**src/rtl/wpsm_pkg.sv**
```systemverilog
// ----------------------------------------------------------------------------
// wpsm_pkg: shared types and constants for the window prefetch slot manager
// Command codes, slot states, beat payloads and controller/datapath links.
// ----------------------------------------------------------------------------
`default_nettype none

package wpsm_pkg;

   // default sizing
   localparam int DEF_SLOTS  = 6;
   localparam int DEF_AHEAD  = 2;
   localparam int DEF_BEHIND = 1;

   // ready_mask only reports the low slots
   localparam int MASK_W = 6;

   typedef enum logic [2:0] {
      OP_FOCUS     = 3'd0,
      OP_CLAIM     = 3'd1,
      OP_LOAD_DONE = 3'd2,
      OP_SWEEP     = 3'd3,
      OP_UPLOAD    = 3'd4,
      OP_LOOKUP    = 3'd5
   } op_type;

   typedef enum logic [2:0] {
      SL_FREE    = 3'd0,
      SL_LOADING = 3'd1,
      SL_PIXELS  = 3'd2,
      SL_TEXTURE = 3'd3,
      SL_FAILED  = 3'd4
   } slot_state_type;

   typedef struct packed {
      logic [2:0]  cmd;
      logic [15:0] page;
      logic [2:0]  slot;
      logic        ok;
      logic [15:0] width;
      logic [15:0] height;
   } req_type;

   typedef struct packed {
      logic              valid_res;
      logic [15:0]       page_out;
      logic [2:0]        slot_out;
      logic [15:0]       width_out;
      logic [15:0]       height_out;
      logic              failed;
      logic              freed;
      logic [MASK_W-1:0] ready_mask;
   } rsp_type;

   // controller -> datapath
   typedef struct packed {
      logic capture;     // latch the request beat, restart the candidate walk
      logic exec;        // run a single-step command
      logic cand_next;   // move to the next claim candidate
      logic claim_done;  // finish the claim with the current candidate
   } ctrl_cmd_type;

   // datapath -> controller
   typedef struct packed {
      logic [2:0] op;
      logic       cand_ok;
      logic       cand_last;
   } dp_status_type;

endpackage

`default_nettype wire

```
**src/rtl/wpsm_ctrl.sv**
```systemverilog
// ----------------------------------------------------------------------------
// wpsm_ctrl: command sequencer
// Accepts a request beat, runs it on the datapath and holds the response.
// ----------------------------------------------------------------------------
`default_nettype none

module wpsm_ctrl import wpsm_pkg::*; (
   input  wire logic          clock,
   input  wire logic          reset,
   input  wire logic          req_valid,
   output logic               req_ready,
   output logic               rsp_valid,
   input  wire logic          rsp_ready,
   input  wire dp_status_type status,
   output ctrl_cmd_type       ctrl
);

   typedef enum logic [3:0] {
      ST_IDLE   = 4'b0001,
      ST_EXEC   = 4'b0010,
      ST_SEARCH = 4'b0100,
      ST_RESP   = 4'b1000
   } state_type;

   state_type state_ff, state_in;

   always_comb begin
      state_in  = state_ff;
      ctrl      = '0;
      req_ready = 1'b0;
      rsp_valid = 1'b0;
      case (state_ff)
         ST_IDLE: begin
            req_ready = 1'b1;
            if (req_valid) begin
               ctrl.capture = 1'b1;
               state_in     = ST_EXEC;
            end
         end
         ST_EXEC: begin
            if (op_type'(status.op) == OP_CLAIM) begin
               state_in = ST_SEARCH;
            end else begin
               ctrl.exec = 1'b1;
               state_in  = ST_RESP;
            end
         end
         ST_SEARCH: begin
            // one candidate page per cycle
            if (status.cand_ok || status.cand_last) begin
               ctrl.claim_done = 1'b1;
               state_in        = ST_RESP;
            end else begin
               ctrl.cand_next = 1'b1;
            end
         end
         ST_RESP: begin
            rsp_valid = 1'b1;
            if (rsp_ready) begin
               state_in = ST_IDLE;
            end
         end
         default: begin
            state_in = ST_IDLE;
         end
      endcase
   end

   always_ff @(posedge clock) begin
      if (reset) begin
         state_ff <= ST_IDLE;
      end else begin
         state_ff <= state_in;
      end
   end

endmodule

`default_nettype wire

```
**src/rtl/wpsm_datapath.sv**
```systemverilog
// ----------------------------------------------------------------------------
// wpsm_datapath: slot table, candidate walker and response register
// Per-slot compare lanes, lowest-index pickers and the result register.
// ----------------------------------------------------------------------------
`default_nettype none

module wpsm_datapath import wpsm_pkg::*; #(
   parameter int SLOTS  = DEF_SLOTS,
   parameter int AHEAD  = DEF_AHEAD,
   parameter int BEHIND = DEF_BEHIND
) (
   input  wire logic          clock,
   input  wire logic          reset,
   input  wire ctrl_cmd_type  ctrl,
   output dp_status_type      status,
   input  wire req_type       req_data,
   input  wire logic          csr_we,
   input  wire logic [15:0]   csr_wdata,
   output rsp_type            rsp_data
);

   localparam int SW    = $clog2(SLOTS);
   localparam int NCAND = AHEAD + BEHIND + 1;
   localparam int KW    = $clog2(NCAND + 1);
   localparam int MW    = (SLOTS < MASK_W) ? SLOTS : MASK_W;

   logic [15:0]    pcount_ff, pcount_in;
   logic [15:0]    focus_ff, focus_in;
   logic [KW-1:0]  k_ff, k_in;
   req_type        req_ff;
   rsp_type        res_ff, res_in;
   slot_state_type status_ff [SLOTS];
   slot_state_type status_in [SLOTS];
   logic [15:0]    page_ff   [SLOTS];
   logic [15:0]    width_ff  [SLOTS];
   logic [15:0]    height_ff [SLOTS];

   logic [SLOTS-1:0] empty, pg_hit, cand_hit, evict;
   logic [SW-1:0]    free_idx, hit_idx, sel_idx;
   logic             sel_in_range;
   logic [17:0]      cand_sum;
   logic             cand_ok;
   logic             page_we, size_we;
   int               off;

   // candidate: focus, then ahead, then behind
   always_comb begin
      off      = (int'(k_ff) <= AHEAD) ? int'(k_ff) : AHEAD - int'(k_ff);
      cand_sum = {2'b00, focus_ff} + 18'(off);
   end

   // per-slot lanes
   always_comb begin
      for (int i = 0; i < SLOTS; i++) begin
         empty[i]    = (status_ff[i] == SL_FREE);
         pg_hit[i]   = !empty[i] && (page_ff[i] == req_ff.page);
         cand_hit[i] = !empty[i] && (page_ff[i] == cand_sum[15:0]);
         evict[i]    = ((status_ff[i] == SL_PIXELS) || (status_ff[i] == SL_TEXTURE) ||
                        (status_ff[i] == SL_FAILED)) &&
                       !(({1'b0, page_ff[i]} + 17'(BEHIND) >= {1'b0, focus_ff}) &&
                         ({1'b0, page_ff[i]} <= {1'b0, focus_ff} + 17'(AHEAD)) &&
                         (page_ff[i] < pcount_ff));
      end
   end

   // lowest-index pickers
   always_comb begin
      free_idx = '0;
      hit_idx  = '0;
      for (int i = SLOTS - 1; i >= 0; i--) begin
         if (empty[i]) free_idx = SW'(i);
         if (pg_hit[i]) hit_idx = SW'(i);
      end
   end

   assign cand_ok = !cand_sum[17] && (cand_sum[16:0] < {1'b0, pcount_ff}) && !(|cand_hit);
   assign sel_idx = SW'(req_ff.slot);
   assign sel_in_range = (int'(req_ff.slot) < SLOTS);

   assign status.op        = req_ff.cmd;
   assign status.cand_ok   = cand_ok;
   assign status.cand_last = (k_ff == KW'(NCAND - 1));

   always_comb begin
      status_in = status_ff;
      res_in    = '0;
      focus_in  = focus_ff;
      page_we   = 1'b0;
      size_we   = 1'b0;
      if (ctrl.exec) begin
         case (op_type'(req_ff.cmd))
            OP_FOCUS: begin
               focus_in = req_ff.page;
            end
            OP_LOAD_DONE: begin
               if (sel_in_range && status_ff[sel_idx] == SL_LOADING) begin
                  size_we            = req_ff.ok;
                  status_in[sel_idx] = req_ff.ok ? SL_PIXELS : SL_FAILED;
               end
            end
            OP_SWEEP: begin
               for (int i = 0; i < SLOTS; i++) begin
                  if (evict[i]) status_in[i] = SL_FREE;
               end
               res_in.freed = |evict;
            end
            OP_UPLOAD: begin
               if (sel_in_range && status_ff[sel_idx] == SL_PIXELS) begin
                  status_in[sel_idx] = req_ff.ok ? SL_TEXTURE : SL_FAILED;
               end
            end
            OP_LOOKUP: begin
               if (|pg_hit) begin
                  res_in.slot_out = 3'(hit_idx);
                  if (status_ff[hit_idx] == SL_TEXTURE) begin
                     res_in.valid_res  = 1'b1;
                     res_in.width_out  = width_ff[hit_idx];
                     res_in.height_out = height_ff[hit_idx];
                  end else if (status_ff[hit_idx] == SL_FAILED) begin
                     res_in.failed = 1'b1;
                  end
               end
            end
            default: begin
            end
         endcase
      end
      // claim: a found page with no empty slot ends the search ungranted
      if (ctrl.claim_done && cand_ok && (|empty)) begin
         status_in[free_idx] = SL_LOADING;
         page_we             = 1'b1;
         res_in.valid_res    = 1'b1;
         res_in.page_out     = cand_sum[15:0];
         res_in.slot_out     = 3'(free_idx);
      end
      // mask reflects the table after the command
      for (int i = 0; i < MW; i++) begin
         res_in.ready_mask[i] = (status_in[i] == SL_PIXELS);
      end
   end

   always_comb begin
      pcount_in = csr_we ? csr_wdata : pcount_ff;
      k_in      = k_ff;
      if (ctrl.capture) begin
         k_in = '0;
      end else if (ctrl.cand_next) begin
         k_in = k_ff + 1'b1;
      end
   end

   always_ff @(posedge clock) begin
      if (reset) begin
         pcount_ff <= '0;
         focus_ff  <= '0;
         k_ff      <= '0;
         for (int i = 0; i < SLOTS; i++) begin
            status_ff[i] <= SL_FREE;
         end
      end else begin
         pcount_ff <= pcount_in;
         focus_ff  <= focus_in;
         k_ff      <= k_in;
         status_ff <= status_in;
      end
   end

   // payload registers
   always_ff @(posedge clock) begin
      if (ctrl.capture) begin
         req_ff <= req_data;
      end
      if (ctrl.exec || ctrl.claim_done) begin
         res_ff <= res_in;
      end
      if (page_we) begin
         page_ff[free_idx] <= cand_sum[15:0];
      end
      if (size_we) begin
         width_ff[sel_idx]  <= req_ff.width;
         height_ff[sel_idx] <= req_ff.height;
      end
   end

   assign rsp_data = res_ff;

endmodule

`default_nettype wire

```
**src/rtl/window_prefetch_slot_manager_unit.sv**
```systemverilog
// ----------------------------------------------------------------------------
// window_prefetch_slot_manager_unit: page window slot manager, top level
// Caches pages around a focus page in a small slot table.
// ----------------------------------------------------------------------------
// One request beat in, one response beat out, one command at a time. Focus,
// load done, sweep, upload done and lookup each pass through accept, execute
// across all slot lanes at once, and present. A claim follows its execute
// state with a walk over its candidate pages, one per cycle through the shared
// compare lanes: focus, focus+1..focus+AHEAD, focus-1..focus-BEHIND, stopping
// at the first page that is in range and not already held, and then presents
// its response. rsp_valid is high while the response is presented and holds
// until rsp_ready. A new request is taken only after the response beat has
// been taken. The page count register must be written through csr_we/csr_wdata
// only while the block is idle; the block itself does not enforce this.
// ready_mask in each response shows the pixels slots after that command;
// lookup/claim fields are zero where not used.
// Slot page and size entries have no reset and are only read after written.
// ----------------------------------------------------------------------------
`default_nettype none

module window_prefetch_slot_manager_unit import wpsm_pkg::*; #(
   parameter int SLOTS  = DEF_SLOTS,
   parameter int AHEAD  = DEF_AHEAD,
   parameter int BEHIND = DEF_BEHIND
) (
   input  wire logic        clock,
   input  wire logic        reset,
   // request channel
   input  wire logic        req_valid,
   output logic             req_ready,
   input  wire req_type     req_data,
   // response channel
   output logic             rsp_valid,
   input  wire logic        rsp_ready,
   output rsp_type          rsp_data,
   // page count register
   input  wire logic        csr_we,
   input  wire logic [15:0] csr_wdata
);

   ctrl_cmd_type  ctrl;
   dp_status_type status;

   // sequencer: one-hot FSM
   wpsm_ctrl u_ctrl (
      .clock     (clock),
      .reset     (reset),
      .req_valid (req_valid),
      .req_ready (req_ready),
      .rsp_valid (rsp_valid),
      .rsp_ready (rsp_ready),
      .status    (status),
      .ctrl      (ctrl)
   );

   // slot table and result register
   wpsm_datapath #(
      .SLOTS  (SLOTS),
      .AHEAD  (AHEAD),
      .BEHIND (BEHIND)
   ) u_datapath (
      .clock     (clock),
      .reset     (reset),
      .ctrl      (ctrl),
      .status    (status),
      .req_data  (req_data),
      .csr_we    (csr_we),
      .csr_wdata (csr_wdata),
      .rsp_data  (rsp_data)
   );

   // one command in flight: never ready for a request while a response waits
   a_single_item: assert property (@(posedge clock) disable iff (reset)
      !(req_ready && rsp_valid))
      else $error("request taken while response pending");

   // a response handshake returns the block to idle
   a_back_to_idle: assert property (@(posedge clock) disable iff (reset)
      (rsp_valid && rsp_ready) |=> req_ready)
      else $error("not idle after response beat");

   // at most one datapath command per cycle
   a_ctrl_onehot: assert property (@(posedge clock) disable iff (reset)
      $onehot0({ctrl.capture, ctrl.exec, ctrl.cand_next, ctrl.claim_done}))
      else $error("conflicting datapath commands");

endmodule

`default_nettype wire

```
**config.mk**
```make
export PLATFORM = sky130hd
export DESIGN_NAME = window_prefetch_slot_manager_unit
export DESIGN_NICKNAME = d
export VERILOG_FILES = /design/src/rtl/wpsm_pkg.sv /design/src/rtl/wpsm_ctrl.sv /design/src/rtl/wpsm_datapath.sv /design/src/rtl/window_prefetch_slot_manager_unit.sv
export SDC_FILE = /design/constraint.sdc
export NUM_CORES = 1
export LEC_CHECK = 0
export ABC_AREA = 1
export BUFFER_PORTS_ARGS = -buffer_cell sky130_fd_sc_hd__buf_2
export CAP_MARGIN = 5
export CORE_ASPECT_RATIO = 1.75
export CORE_MARGIN = 2
export CORE_UTILIZATION = 45
export DETAILED_ROUTE_END_ITERATION = 16
export HOLD_SLACK_MARGIN = 0.15
export PLACE_DENSITY_LB_ADDON = 0.05
export SKIP_CTS_REPAIR_TIMING = 1
export SLEW_MARGIN = 40
export SYNTH_ARGS = -nofsm -noshare
export SYNTH_HDL_FRONTEND = slang
export SYNTH_SLANG_ARGS = --single-unit
```
**constraint.sdc**
```tcl
create_clock -name clock -period 16.7 [get_ports clock]
set_clock_uncertainty 0.15 [all_clocks]
set_input_delay 1.67 -clock clock [delete_from_list [all_inputs] [get_ports clock]]
set_output_delay 1.67 -clock clock [all_outputs]
set_load 0.05 [all_outputs]
```
==> results.json <==
{
  "antenna_found_initial": 12,
  "violation_count_after_the_first_detailed_route_iteration": 3075,
  "tritoncts": "done",
  "synth_area_leaders": "sky130_fd_sc_hd__edfxtp_1 (39%), sky130_fd_sc_hd__ha_1 (13%), sky130_fd_sc_hd__nand2_1 (8.3%)",
  "crit_path_max_fanout": 31,
  "drive_above_1_share": 0.1029,
  "core.rowCount": 127,
  "cp.arrival_ns": 7.43,
  "clock_path_buffers": 3,
  "drt_wl_total_um": 151600,
  "route.detailed.vias_per_inst": 6.227,
  "final-max-slew-violation-count": 0,
  "insertion_delay_ns": 0.64,
  "synth-seq-cells": 460,
  "tightestPinTransition_ns": 1.216,
  "cts_buffers": 44,
  "max_freq_ghz": 0.1359,
  "critical-path-slowest-cell": "sky130_fd_sc_hd__a21oi_1",
  "busiest_layer": "met2",
  "htree_num_levels": 2,
  "dp_hpwl_um": 113700,
  "final-hold-violation-count": 0,
  "worst_path_largest_cell_delay_ns": 0.67,
  "grt_util_met3": 0.09074,
  "first_global_vias": 29012,
  "top_level_ports": 138,
  "finalCriticalPeriod_ns": 7.356,
  "grtUsageMet1": 0.4342,
  "fin_setup_tns_ns": 0,
  "drt_pre_antenna_iters": 6,
  "critPathLaunchType": "flop",
  "crit_path_end_kind": "flop",
  "clockRootBuffer": "sky130_fd_sc_hd__clkbuf_16",
  "grt_start_max_net_pins": 72,
  "vdd_drop_max_uv": 107.9,
  "dieArea_sq_um": 71220,
  "grt_setup_unrepaired": "no",
  "post_synth_instance_area_sq_um": 31060,
  "detail_route.wl_per_cell_um": 31.87,
  "grt_pass1_wl_um": 210400,
  "drc_errors": 0,
  "antenna_violating_nets_post_route": 0,
  "status": "finished clean",
  "syn_avg_cell_area_sq_um": 8.470,
  "area.growth.synth_to_final_pct": 11.87,
  "critical-path-top-delay-family": "simple AND/OR/NAND/NOR gates",
  "worst_slew_margin_rel": 0.1896,
  "grt_total_usage": 0.4233,
  "synthesis.instances": 3667,
  "count_of_yosys_warnings_during_synthesis": 0,
  "synth-seq-area-share": 0.4263,
  "synth_async_sr_flop_share": 0,
  "p_per_area_nw_per_um2": 75.16,
  "synth_edf_count": 403,
  "synth.distinct_cells": 59,
  "hold_class": "reg -> reg",
  "placement.io_buffers": 137,
  "finalSetupViolations": 0,
  "layout.nets": 4202,
  "timing.max_cap.violations": 0,
  "timing.critical_path.buf_inv": 8,
  "area_of_the_core_region_sq_um": 68490,
  "worst-endpoint-required_ns": 16.77,
  "synth_nets": 4056,
  "whs_ns": 0.3934,
  "via_count": 29620,
  "grt-ovfl-total": 0,
  "grtUsageMet2": 0.7067,
  "crit_top_cell": "sky130_fd_sc_hd__nand2_1",
  "clock-sinks": 460,
  "die_height_um": 351.6,
  "synth.largest_area_cell": "sky130_fd_sc_hd__edfxtp_1",
  "final.period_utilization": 0.4405,
  "synthFlopType": "sky130_fd_sc_hd__edfxtp_1",
  "start_util": 0.4535,
  "crit_type": "reg -> reg",
  "clk_pin_slew_worst_paths_ns": 0.07,
  "leakage_nw": 15.06,
  "synth_top_area_share": 0.3896,
  "routabilityCongestion": 1.097,
  "die_width_um": 202.6
}
[placed cells by master (no fill, tap or decap), types with 22 or more instances in the layout]
master	n
sky130_fd_sc_hd__o21ai_0	163
sky130_fd_sc_hd__nor4_1	44
sky130_fd_sc_hd__nand4_1	71
sky130_fd_sc_hd__buf_4	63
sky130_fd_sc_hd__buf_2	137
sky130_fd_sc_hd__xor2_1	126
sky130_fd_sc_hd__a211oi_1	22
sky130_fd_sc_hd__ha_1	312
sky130_fd_sc_hd__a21oi_1	182
sky130_fd_sc_hd__clkbuf_16	44
sky130_fd_sc_hd__nor3_1	91
sky130_fd_sc_hd__nand2_2	34
sky130_fd_sc_hd__nor2_1	358
sky130_fd_sc_hd__inv_2	22
sky130_fd_sc_hd__dfxtp_1	57
sky130_fd_sc_hd__inv_1	372
sky130_fd_sc_hd__nand3_1	394
sky130_fd_sc_hd__nand2_1	688
sky130_fd_sc_hd__edfxtp_1	403
sky130_fd_sc_hd__o21ai_1	25
[cell usage after synthesis (9+ instances only)]
library cell,instances
sky130_fd_sc_hd__buf_2,38
sky130_fd_sc_hd__inv_1,376
sky130_fd_sc_hd__nor3_1,98
sky130_fd_sc_hd__o211ai_1,18
sky130_fd_sc_hd__nor2_1,366
sky130_fd_sc_hd__nand2_1,689
sky130_fd_sc_hd__edfxtp_1,403
sky130_fd_sc_hd__xor2_1,131
sky130_fd_sc_hd__o221ai_1,10
sky130_fd_sc_hd__a211oi_1,22
sky130_fd_sc_hd__nand4_1,71
sky130_fd_sc_hd__a21oi_1,182
sky130_fd_sc_hd__nor3b_1,10
sky130_fd_sc_hd__o21ai_1,25
sky130_fd_sc_hd__inv_2,22
sky130_fd_sc_hd__ha_1,312
sky130_fd_sc_hd__a311oi_1,9
sky130_fd_sc_hd__nor4_1,48
sky130_fd_sc_hd__a21boi_0,9
sky130_fd_sc_hd__xnor2_1,19
sky130_fd_sc_hd__nand2_2,33
sky130_fd_sc_hd__clkbuf_1,52
sky130_fd_sc_hd__o21ai_0,163
sky130_fd_sc_hd__nand3_1,394
sky130_fd_sc_hd__dfxtp_1,57
[layer usage]
layer,share of wire,routed length (um)
met1,0.33,49560
met2,0.47,71350
met3,0.079,11940
met4,0.12,18650
met5,0.00059,89
[layout make-up]
| class | count | area (sq um) |
|---|---|---|
| fill | 6482 | 33740 |
| tap | 903 | 1130 |
| clock inverter | 33 | 460.4 |
| inverter | 402 | 1514 |
| clock buffer | 47 | 1122 |
| timing repair buffer | 203 | 1196 |
| sequential | 460 | 13240 |
| multi-input combinational | 2702 | 16070 |
| antenna | 7 | 17.52 |
[report_power, final]
| group | switching [mW] | internal (mW) | total (mW) |
|---|---|---|---|
| Combinational | 0.153 | 0.0534 | 0.206 |
| Sequential | 0.0289 | 1.27 | 1.30 |
| Clock | 0.492 | 0.612 | 1.10 |
| Total | 0.674 | 1.94 | 2.61 |
[metrics by stage]
stage                     setup slack (ns)  utilization  total power [mW]  instance area, sq um  instances
after floorplan                      11.08            -             1.428                 31060       3667
after global placement               9.801       0.4812             1.513                 32950       4666
after detailed placement             9.660       0.4830             1.520                 33080       4670
after CTS                            9.604       0.5061             2.605                 34660       4750
after global routing                 8.926       0.5071             2.665                 34730       4750
final                                9.344       0.5074             2.612                 34750       4757
[worst paths after layout]
path	startpoint	to	slack (ns)	cells after the start
worst max register to register	u_datapath.k_ff[0]	u_datapath.rsp_data[55]	9.34	33
worst min-delay path	u_datapath.req_ff[14]	u_datapath.height_ff[5][14]	0.39	0
worst min register to register	u_datapath.req_ff[14]	u_datapath.height_ff[5][14]	0.39	0
worst max-delay path	u_datapath.k_ff[0]	u_datapath.rsp_data[55]	9.34	33
[logic make-up after synthesis]
kind of cell,Yosys count,synth area share
adder cells (fa/ha/maj),313,0.1263
AO/OA/AOI/OAI,487,0.08955
AND/OR/NAND/NOR,1752,0.2517
XOR/XNOR,150,0.04230
buffers and inverters,505,0.06377
flip-flops,460,0.4263
[registers in the layout, indices dropped and copies added (netlist names)]
signal and flops:
u_datapath.height_ff 96, u_datapath.focus_ff 16, u_datapath.rsp_data 60, u_datapath.page_ff 96
u_datapath.req_ff 49, u_datapath.width_ff 96, u_datapath.k_ff 3, u_datapath.sel_idx 3
u_ctrl.state_ff 4, u_datapath.status 3, u_datapath.pcount_ff 16, u_datapath.status_ff 18
No activity file was read; power rests on OpenSTA's default activity.
